--- src/design/rdlm_pkg.sv ---
// rdlm_pkg: widths, constants, register indexes and the controller/datapath
// command and status types of the dBFS level meter
// no dependencies
`timescale 1ns / 1ps

package rdlm_pkg;

  localparam int SAMPLE_W   = 16;
  localparam int SQ_W       = 31;                 // a square is at most 2^30
  localparam int SUM_W      = 47;
  localparam int CNT_W      = 16;
  localparam int EXP_W      = 6;
  localparam int FRAC_W     = 16;
  localparam int LOG_W      = EXP_W + FRAC_W;
  localparam int MAN_W      = 31;                 // mantissa in [2^30, 2^31)
  localparam int K_W        = 26;
  localparam int PROD_W     = LOG_W + K_W;
  localparam int R_W        = PROD_W + 1 - 32;    // rounded product, 1/256 dB
  localparam int LEVEL_W    = 16;
  localparam int BAR_W      = 7;
  localparam int FLOOR_W    = 8;
  localparam int CFG_IDX_W  = 4;
  localparam int CFG_DATA_W = 16;
  localparam int ITR_W      = 4;

  localparam logic [EXP_W-1:0]  EXP_TOP     = 6'd46;
  localparam logic [LOG_W:0]    LOG_OFFSET  = {7'd30, 16'd0};   // 30.0 in q16
  localparam logic [K_W-1:0]    DB_PER_LOG2 = 26'd50504453;     // 10*log10(2) in q24
  localparam logic [PROD_W:0]   RND_HALF    = {{(PROD_W-31){1'b0}}, 1'b1, 31'd0};
  localparam logic [ITR_W-1:0]  SQR_LAST_ITR = 4'd15;

  localparam logic [CFG_IDX_W-1:0] CFG_WINDOW_LEN = 4'd0;
  localparam logic [CFG_IDX_W-1:0] CFG_FLOOR_DB   = 4'd1;

  localparam logic [CNT_W-1:0]   WINDOW_LEN_RST = 16'd1470;
  localparam logic [FLOOR_W-1:0] FLOOR_DB_RST   = 8'hC4;        // -60 dB

  typedef struct packed {
    logic acc;          // sample transfer
    logic ld_sum;       // start normalising the sum
    logic norm_shift;
    logic man_load;
    logic sqr_step;
    logic ld_cnt;       // keep log of sum, start normalising the count
    logic scale;
    logic set_level;
    logic silent;
    logic div_init;
    logic div_step;
    logic finish;       // load output register, clear window
  } cmd_t;

  typedef struct packed {
    logic last;
    logic sum_zero;
    logic norm_top;
  } status_t;

endpackage

--- src/design/rdlm_ctrl.sv ---
// rdlm_ctrl: sequencer of the level meter, accumulation then the window-end
// log, scale, clamp and meter division; uses rdlm_pkg
`timescale 1ns / 1ps

module rdlm_ctrl import rdlm_pkg::*; #(
  parameter int DivSteps = 5
) (
  input  logic    clk,
  input  logic    rst_n,
  input  logic    in_valid,
  output logic    in_ready,
  output logic    out_valid,
  input  logic    out_ready,
  input  status_t status,
  output cmd_t    cmd
);

  typedef enum logic [3:0] {
    ST_ACCUM,
    ST_ADD,
    ST_CHECK,
    ST_NORM_S,
    ST_SQR_S,
    ST_LD_CNT,
    ST_NORM_C,
    ST_SQR_C,
    ST_SCALE,
    ST_LEVEL,
    ST_DIV_INIT,
    ST_DIV,
    ST_DONE
  } state_t;

  localparam logic [ITR_W-1:0] DIV_LAST_ITR = ITR_W'(DivSteps - 1);

  state_t           state_r, state_nxt;
  logic [ITR_W-1:0] itr_r, itr_nxt;
  logic             out_valid_r, out_valid_nxt;

  always_comb begin
    cmd       = '0;
    state_nxt = state_r;
    itr_nxt   = itr_r;
    case (state_r)
      ST_ACCUM: begin
        cmd.acc = in_valid;
        if (in_valid && status.last) begin
          state_nxt = ST_ADD;
        end
      end
      // last square still on its way into the sum
      ST_ADD: begin
        state_nxt = ST_CHECK;
      end
      ST_CHECK: begin
        if (status.sum_zero) begin
          cmd.set_level = 1'b1;
          cmd.silent    = 1'b1;
          state_nxt     = ST_DIV_INIT;
        end else begin
          cmd.ld_sum = 1'b1;
          state_nxt  = ST_NORM_S;
        end
      end
      ST_NORM_S: begin
        if (status.norm_top) begin
          cmd.man_load = 1'b1;
          itr_nxt      = SQR_LAST_ITR;
          state_nxt    = ST_SQR_S;
        end else begin
          cmd.norm_shift = 1'b1;
        end
      end
      ST_SQR_S: begin
        cmd.sqr_step = 1'b1;
        if (itr_r == '0) begin
          state_nxt = ST_LD_CNT;
        end else begin
          itr_nxt = itr_r - 1'b1;
        end
      end
      ST_LD_CNT: begin
        cmd.ld_cnt = 1'b1;
        state_nxt  = ST_NORM_C;
      end
      ST_NORM_C: begin
        if (status.norm_top) begin
          cmd.man_load = 1'b1;
          itr_nxt      = SQR_LAST_ITR;
          state_nxt    = ST_SQR_C;
        end else begin
          cmd.norm_shift = 1'b1;
        end
      end
      ST_SQR_C: begin
        cmd.sqr_step = 1'b1;
        if (itr_r == '0) begin
          state_nxt = ST_SCALE;
        end else begin
          itr_nxt = itr_r - 1'b1;
        end
      end
      ST_SCALE: begin
        cmd.scale = 1'b1;
        state_nxt = ST_LEVEL;
      end
      ST_LEVEL: begin
        cmd.set_level = 1'b1;
        state_nxt     = ST_DIV_INIT;
      end
      ST_DIV_INIT: begin
        cmd.div_init = 1'b1;
        itr_nxt      = DIV_LAST_ITR;
        state_nxt    = ST_DIV;
      end
      ST_DIV: begin
        cmd.div_step = 1'b1;
        if (itr_r == '0) begin
          state_nxt = ST_DONE;
        end else begin
          itr_nxt = itr_r - 1'b1;
        end
      end
      ST_DONE: begin
        // hold the result until the output register is free
        if (!out_valid_r || out_ready) begin
          cmd.finish = 1'b1;
          state_nxt  = ST_ACCUM;
        end
      end
      default: begin
        state_nxt = ST_ACCUM;
      end
    endcase
    out_valid_nxt = (out_valid_r && !out_ready) || cmd.finish;
  end

  always_ff @(posedge clk) begin
    if (!rst_n) begin
      state_r     <= ST_ACCUM;
      itr_r       <= '0;
      out_valid_r <= 1'b0;
    end else begin
      state_r     <= state_nxt;
      itr_r       <= itr_nxt;
      out_valid_r <= out_valid_nxt;
    end
  end

  assign in_ready  = (state_r == ST_ACCUM);
  assign out_valid = out_valid_r;

  // a window end's last sample moves the sequencer from accumulation to ST_ADD
  a_end_leaves_accum: assert property (@(posedge clk) disable iff (!rst_n)
    (cmd.acc && status.last) |=> (state_r == ST_ADD))
    else $error("window end did not start the level computation");

  a_finish_frees_slot: assert property (@(posedge clk) disable iff (!rst_n)
    cmd.finish |=> out_valid_r)
    else $error("result lost on finish");

  a_div_bounded: assert property (@(posedge clk) disable iff (!rst_n)
    (state_r == ST_DIV) |-> (itr_r <= DIV_LAST_ITR))
    else $error("divider step counter out of range");

endmodule

--- src/design/rdlm_datapath.sv ---
// rdlm_datapath: square-sum accumulator, shared normaliser and squaring log2
// unit, dB scaling multiplier, clamp and meter divider; uses rdlm_pkg
`timescale 1ns / 1ps

module rdlm_datapath import rdlm_pkg::*; #(
  parameter int METER_CELLS = 20
) (
  input  logic                        clk,
  input  logic                        rst_n,
  input  cmd_t                        cmd,
  output status_t                     status,
  input  logic signed [SAMPLE_W-1:0]  in_sample,
  input  logic                        cfg_we,
  input  logic [CFG_IDX_W-1:0]        cfg_index,
  input  logic [CFG_DATA_W-1:0]       cfg_data,
  output logic signed [LEVEL_W-1:0]   out_level,
  output logic [BAR_W-1:0]            out_bar_length
);

  localparam int CW    = $clog2(METER_CELLS + 1);
  localparam int REM_W = LEVEL_W + CW;

  logic [CNT_W-1:0]            wlen_r;
  logic [FLOOR_W-1:0]          floor_r;
  logic [SQ_W-1:0]             sq_r;
  logic                        sq_v_r;
  logic [SUM_W-1:0]            sum_r, sum_nxt;
  logic [CNT_W-1:0]            cnt_r;
  logic [SUM_W-1:0]            norm_r;
  logic [EXP_W-1:0]            exp_r;
  logic [MAN_W-1:0]            man_r;
  logic [FRAC_W-1:0]           frac_r;
  logic [LOG_W-1:0]            log_sum_r;
  logic [PROD_W-1:0]           prod_r;
  logic                        neg_r;
  logic signed [LEVEL_W-1:0]   level_r, level_nxt;
  logic [REM_W-1:0]            rem_r, dsh_r;
  logic [CW-1:0]               quo_r;
  logic [LEVEL_W-1:0]          out_level_r;
  logic [CW-1:0]               out_bar_r;

  logic [CNT_W-1:0]            wl_eff;
  logic [CNT_W:0]              cnt_inc;
  logic [FLOOR_W-1:0]          floor_eff, floor_mag;
  logic [LEVEL_W-1:0]          div;
  logic signed [2*SAMPLE_W-1:0] sq_full;
  logic [2*MAN_W-1:0]          man_sq;
  logic [MAN_W:0]              sq_top;
  logic [LOG_W:0]              d, d_neg;
  logic [LOG_W-1:0]            mag;
  logic [PROD_W-1:0]           scaled;
  logic [PROD_W:0]             rnd;
  logic [R_W-1:0]              r, lvl_mag, lvl_neg;
  logic                        take_neg;
  logic [LEVEL_W:0]            span;
  logic                        ge;

  // window length 0 acts as 1, a floor of 0 or above acts as -1 dB
  assign wl_eff    = (wlen_r == '0) ? CNT_W'(1) : wlen_r;
  assign cnt_inc   = {1'b0, cnt_r} + 1'b1;
  assign floor_eff = floor_r[FLOOR_W-1] ? floor_r : '1;
  assign floor_mag = -floor_eff;
  assign div       = {floor_mag, 8'h00};   // -floor in 1/256 dB

  assign sq_full = in_sample * in_sample;
  assign sum_nxt = sum_r + SUM_W'(sq_r);

  assign man_sq = man_r * man_r;
  assign sq_top = man_sq[2*MAN_W-1 -: MAN_W+1];

  // log2(sum) - log2(count) - 30, q16
  assign d      = {1'b0, log_sum_r} - {1'b0, exp_r, frac_r} - LOG_OFFSET;
  assign d_neg  = -d;
  assign mag    = d[LOG_W] ? d_neg[LOG_W-1:0] : d[LOG_W-1:0];
  assign scaled = mag * DB_PER_LOG2;

  // round half away from zero on the magnitude, then clamp to [floor, 0]
  assign rnd      = {1'b0, prod_r} + RND_HALF;
  assign r        = rnd[PROD_W -: R_W];
  assign lvl_mag  = cmd.silent ? R_W'(div) :
                    ((r > R_W'(div)) ? R_W'(div) : r);
  assign lvl_neg  = -lvl_mag;
  assign take_neg = cmd.silent || neg_r;
  assign level_nxt = take_neg ? lvl_neg[LEVEL_W-1:0] : '0;

  assign span = {level_r[LEVEL_W-1], level_r} + {1'b0, div};
  assign ge   = (rem_r >= dsh_r);

  assign status.last     = (cnt_inc >= {1'b0, wl_eff});
  assign status.sum_zero = (sum_r == '0);
  assign status.norm_top = norm_r[SUM_W-1];

  always_ff @(posedge clk) begin
    if (!rst_n) begin
      wlen_r  <= WINDOW_LEN_RST;
      floor_r <= FLOOR_DB_RST;
      sum_r   <= '0;
      cnt_r   <= '0;
      sq_v_r  <= 1'b0;
    end else begin
      if (cfg_we && cfg_index == CFG_WINDOW_LEN) begin
        wlen_r <= cfg_data;
      end
      if (cfg_we && cfg_index == CFG_FLOOR_DB) begin
        floor_r <= cfg_data[FLOOR_W-1:0];
      end
      sq_v_r <= cmd.acc;
      if (cmd.finish) begin
        sum_r <= '0;
        cnt_r <= '0;
      end else begin
        if (sq_v_r) begin
          sum_r <= sum_nxt;
        end
        if (cmd.acc) begin
          cnt_r <= cnt_inc[CNT_W-1:0];
        end
      end
    end
  end

  always_ff @(posedge clk) begin
    if (cmd.acc) begin
      sq_r <= sq_full[SQ_W-1:0];
    end
    if (cmd.ld_sum) begin
      norm_r <= sum_r;
      exp_r  <= EXP_TOP;
    end else if (cmd.ld_cnt) begin
      log_sum_r <= {exp_r, frac_r};
      norm_r    <= SUM_W'(cnt_r);
      exp_r     <= EXP_TOP;
    end else if (cmd.norm_shift) begin
      norm_r <= {norm_r[SUM_W-2:0], 1'b0};
      exp_r  <= exp_r - 1'b1;
    end
    if (cmd.man_load) begin
      man_r  <= norm_r[SUM_W-1 -: MAN_W];
      frac_r <= '0;
    end else if (cmd.sqr_step) begin
      // one fraction bit per squaring
      man_r  <= sq_top[MAN_W] ? sq_top[MAN_W:1] : sq_top[MAN_W-1:0];
      frac_r <= {frac_r[FRAC_W-2:0], sq_top[MAN_W]};
    end
    if (cmd.scale) begin
      prod_r <= scaled;
      neg_r  <= d[LOG_W];
    end
    if (cmd.set_level) begin
      level_r <= level_nxt;
    end
    if (cmd.div_init) begin
      rem_r <= REM_W'(span[LEVEL_W-1:0]) * REM_W'(METER_CELLS);
      dsh_r <= REM_W'(div) << (CW - 1);
      quo_r <= '0;
    end else if (cmd.div_step) begin
      if (ge) begin
        rem_r <= rem_r - dsh_r;
      end
      dsh_r <= dsh_r >> 1;
      quo_r <= CW'({quo_r, ge});
    end
    if (cmd.finish) begin
      out_level_r <= level_r;
      out_bar_r   <= quo_r;
    end
  end

  assign out_level      = out_level_r;
  assign out_bar_length = BAR_W'(out_bar_r);

  a_last_square_in: assert property (@(posedge clk) disable iff (!rst_n)
    cmd.ld_sum |-> !sq_v_r)
    else $error("log started before the last square was summed");

  a_norm_in_range: assert property (@(posedge clk) disable iff (!rst_n)
    cmd.norm_shift |-> (exp_r != '0 && norm_r != '0))
    else $error("normaliser shifted past bit zero");

  a_man_normalised: assert property (@(posedge clk) disable iff (!rst_n)
    cmd.sqr_step |-> man_r[MAN_W-1])
    else $error("mantissa left its normal range");

  a_level_clamped: assert property (@(posedge clk) disable iff (!rst_n)
    cmd.div_init |-> (!span[LEVEL_W] && span[LEVEL_W-1:0] <= div))
    else $error("level outside floor to zero");

  a_bar_bounded: assert property (@(posedge clk) disable iff (!rst_n)
    cmd.finish |-> (quo_r <= CW'(METER_CELLS)))
    else $error("meter length beyond the cell count");

endmodule

--- src/design/rms_decibel_level_meter_unit.sv ---
// rms_decibel_level_meter_unit: top level of the dBFS level meter, joins the
// sequencer and the datapath; uses rdlm_pkg, rdlm_ctrl, rdlm_datapath
`timescale 1ns / 1ps

// Takes one signed Q1.15 sample per cycle and sums the squares over window_len
// samples. A window's last sample starts the level computation and input stays
// stalled until it is done: a shared shift normaliser (one bit a cycle) and a
// 16-step squaring log2 unit run first on the square sum, then on the sample
// count, followed by one dB scaling multiply, a clamp step and a restoring
// divider of clog2(METER_CELLS+1) steps for the meter length. A window with a
// zero square sum skips the log and the multiply and goes straight to the
// clamp and the divider. Either may also wait for an earlier result still
// held in the output register. Configuration writes are always taken;
// cfg_index 0 is window_len, 1 is floor_db.

module rms_decibel_level_meter_unit import rdlm_pkg::*; #(
  parameter int METER_CELLS = 20
) (
  input  logic                        clk,
  input  logic                        rst_n,
  input  logic                        in_valid,
  output logic                        in_ready,
  input  logic signed [SAMPLE_W-1:0]  in_sample,
  output logic                        out_valid,
  input  logic                        out_ready,
  output logic signed [LEVEL_W-1:0]   out_level,
  output logic [BAR_W-1:0]            out_bar_length,
  input  logic                        cfg_valid,
  output logic                        cfg_ready,
  input  logic [CFG_IDX_W-1:0]        cfg_index,
  input  logic [CFG_DATA_W-1:0]       cfg_data
);

  localparam int DIV_STEPS = $clog2(METER_CELLS + 1);

  cmd_t    cmd;
  status_t status;

  assign cfg_ready = 1'b1;

  rdlm_ctrl #(
    .DivSteps (DIV_STEPS)
  ) u_ctrl (
    .clk       (clk),
    .rst_n     (rst_n),
    .in_valid  (in_valid),
    .in_ready  (in_ready),
    .out_valid (out_valid),
    .out_ready (out_ready),
    .status    (status),
    .cmd       (cmd)
  );

  rdlm_datapath #(
    .METER_CELLS (METER_CELLS)
  ) u_datapath (
    .clk            (clk),
    .rst_n          (rst_n),
    .cmd            (cmd),
    .status         (status),
    .in_sample      (in_sample),
    .cfg_we         (cfg_valid),
    .cfg_index      (cfg_index),
    .cfg_data       (cfg_data),
    .out_level      (out_level),
    .out_bar_length (out_bar_length)
  );

endmodule

--- config.mk ---
export PLATFORM = sky130hd
export DESIGN_NAME = rms_decibel_level_meter_unit
export DESIGN_NICKNAME = d
export VERILOG_FILES = /design/src/design/rdlm_pkg.sv /design/src/design/rdlm_ctrl.sv /design/src/design/rdlm_datapath.sv /design/src/design/rms_decibel_level_meter_unit.sv
export SDC_FILE = /design/constraint.sdc
export NUM_CORES = 2
export LEC_CHECK = 0
export BUFFER_PORTS_ARGS = -buffer_cell sky130_fd_sc_hd__buf_2
export CAP_MARGIN = 30
export CORE_MARGIN = 2
export CORE_UTILIZATION = 60
export DETAILED_ROUTE_END_ITERATION = 7
export PLACE_DENSITY = 0.76
export SLEW_MARGIN = 25
export SYNTH_ARGS = -nofsm -noshare
export SYNTH_HDL_FRONTEND = slang
export SYNTH_HIERARCHICAL = 1
export SYNTH_SLANG_ARGS = --single-unit
--- constraint.sdc ---
create_clock -name clk -period 12.6 [get_ports clk]
set_clock_uncertainty 0.1 [all_clocks]
set_input_delay 2.52 -clock clk [delete_from_list [all_inputs] [get_ports clk]]
set_output_delay 2.52 -clock clk [all_outputs]
set_load 0.02 [all_outputs]
==> impl_metrics.json <==
{
  "synth_compound_area_share_pct": 8.61,
  "cts_hold_buf": 0,
  "grt_pass1_wl_um": 239000,
  "hp-class": "flip-flop to flip-flop",
  "post-route-period-util_pct": 85.0,
  "synth-xor-area-share_pct": 3.81,
  "cts_repair_resize_count": 0,
  "post_cts_buffers": 0,
  "synth_top_area_share_pct": 34.8,
  "first_global_vias": 47500,
  "fill_cells": 8417,
  "r2r_start": "u_datapath/frac_r[7]",
  "hold_depth": 0,
  "critical_path_class": "flip-flop to flip-flop",
  "fin_ws_ns": 1.89,
  "synth-simple-area-share_pct": 11.4,
  "yosys_warnings": 6,
  "clkLatencyLatePin_ns": 0.57,
  "synth.avg_cell_area_um2": 9.54,
  "port_buffers": 63,
  "cts_buffers": 40,
  "synthCells": 6566,
  "synth_area_leaders": "fa_1, ha_1, edfxtp_1, inv_1, dfxtp_1",
  "area_growth_pct": 4.94,
  "cp_max_fo": 15,
  "row_count": 118,
  "finalHoldViolCount": 0,
  "start_util_pct": 60.5,
  "cts_root_buffer": "clkbuf_16",
  "synth-seq-cells": 350,
  "hold_start": "u_datapath/quo_r[4]",
  "coreArea_mm2": 0.103,
  "syn_area_mm2": 0.0626,
  "synth_top_cell_by_area": "fa_1",
  "worst_path_max_delay_cell": "xor2_1",
  "ys_seq_area_share_pct": 14.6,
  "gp_congestion": 0.943,
  "synth_top_family_by_area": "adder cells",
  "start_kind": "flip-flop",
  "layout_min_cycle_time_ns": 10.71,
  "clockBufferDepth": 3,
  "setup_viol": 0,
  "htreeDepth": 2,
  "grt_usage_pct": 27.7,
  "cts_sinks": 350,
  "drc": 0,
  "crit_required_ns": 12.80,
  "rsz0062_at_grt": "false",
  "reg2reg_to": "u_datapath/prod_r[47]",
  "viasPerCell": 5.57,
  "drive_gt1_share_pct": 4.15,
  "nNetsFinal": 8381,
  "die_w_um": 327,
  "num_io_pins": 67,
  "synth_adder_area_share_pct": 49.5,
  "hpwl_um": 115000,
  "hold_end": "u_datapath/out_bar_r[4]",
  "finalSetupTns_ns": 0,
  "max_slew_margin_pct": 35.2,
  "ys.flop_type": "edfxtp_1",
  "yosysUniqueCellTypes": 105,
  "post-route-util_pct": 63.5,
  "reg2reg_setup_slack_ns": 1.89,
  "tightest_slew_ns": 0.972,
  "muxShareOfSynthArea_pct": 1.38,
  "drv_slew": 0,
  "dr.pass1.iters": 6,
  "die_y_um": 327,
  "final_cell_mix": "inv_1, fa_1, ha_1",
  "routedWlPerCell_um": 18.0,
  "max_freq_ghz": 0.0934,
  "grt_max_degree": 78,
  "clk_pin_slew_ns": 0.06,
  "ant_nets": 0,
  "async_reset_ff_share_pct": 0,
  "cap_violations": 0,
  "vias": 44200,
  "synth_edf_count": 212,
  "cp.arrival_ns": 10.90,
  "gr-total-overflow": 0,
  "final_common_cell": "inv_1",
  "cp-end-kind": "flip-flop",
  "antenna_found_initial": 1,
  "critical_path.max_stage_delay_ns": 0.66,
  "num_antenna_cells": 0,
  "status": "complete, no violations",
  "die-area_mm2": 0.107,
  "wl_um": 142000,
  "place_ws_ns": 2.00,
  "cts_tree": "done",
  "reg2reg_depth": 34,
  "dr.first_iter.drc_count": 2802
}
[layer usage]
metal	share of wire, %	track usage, %
met1	42	37.4
met2	49	47.5
met3	5.9	3.25
met4	2.9	7.48
met5	0.0084	0
[stage by stage]
stage	area [um^2]	hold slack (ns)	std cells
5_1_grt	65700	0.356	7929
4_1_cts	65700	0.343	7928
3_5_place_dp	64400	0.328	7854
3_3_place_gp	64300	0.323	7851
2_1_floorplan	62600	0.308	6567
6_report	65700	0.345	7929
[final cells by class]
| type | count | area (um^2) | share of cell area, % |
|---|---|---|---|
| Multi-Input combinational cell | 4437 | 46900 | 71.3 |
| Sequential cell | 350 | 9130 | 13.9 |
| Inverter | 1572 | 5900 | 8.98 |
| Tap cell | 1380 | 1730 | 2.63 |
| Clock buffer | 55 | 1170 | 1.78 |
| Timing Repair Buffer | 116 | 738 | 1.12 |
| Clock inverter | 19 | 193 | 0.293 |
[cells by family after synthesis]
| family | count (synthesis) |
|---|---|
| compound gates | 786 |
| mux | 86 |
| simple gates | 1472 |
| other cells | 2 |
| xor+xnor | 267 |
| buf+inv | 1780 |
| fa+ha+maj | 1823 |
| flops | 350 |
[worst max-delay path, delay by kind of cell, from the launching register on]
kind                       cells  cell delay, ns
xor gates and xnor gates       2            1.11
adders and majority gates     10            4.03
DFF                            1            0.36
buffers and inverters          4            0.38
and+or+nand+nor                4            0.71
AOI/OAI and AO/OA             14            3.67
[cells in the mapped netlist (all sizes together), types with 45 or more instances]
master and count:
nor2 322, nor3 57, fa 1088, nand3 69, a21o 131, dfxtp 138
clkbuf 178, a21oi 190, edfxtp 212, o21ai 139, xnor2 166, mux2i 83
xor2 100, ha 735, inv 1565, nand2 513, and2 230, nor2b 45
[flip-flops by register name, summed over array words and instances (netlist names), 5 cells and up]
signal and cells:
u_datapath/quo_r 5, u_datapath/wlen_r 16, u_datapath/norm_r 47, u_datapath/sum_r 47, u_datapath/cnt_r 16, u_datapath/out_bar_r 5, u_datapath/log_sum_r 22, u_datapath/rem_r 21
u_datapath/man_r 31, u_datapath/prod_r 17, u_datapath/sq_r 30, u_datapath/out_level 16, u_datapath/floor_r 8, u_datapath/exp_r 6, u_datapath/level_r 16, u_datapath/dsh_r 20
u_datapath/frac_r 16
[worst max path at each step]
| stage | startpoint | to | cells past startpoint |
|---|---|---|---|
| 2_1_floorplan | u_datapath/frac_r[1] | u_datapath/prod_r[47] | 35 |
| 3_3_place_gp | u_datapath/frac_r[1] | u_datapath/prod_r[47] | 35 |
| 3_5_place_dp | u_datapath/frac_r[4] | u_datapath/prod_r[47] | 34 |
| 4_1_cts | u_datapath/frac_r[4] | u_datapath/prod_r[47] | 34 |
| 5_1_grt | u_datapath/frac_r[4] | u_datapath/prod_r[47] | 34 |
| 6_report | u_datapath/frac_r[7] | u_datapath/prod_r[47] | 34 |
Power is left out: the tool's default activity adds up to more than one toggle a clock period on the data nets, which glitch-free logic cannot reach.
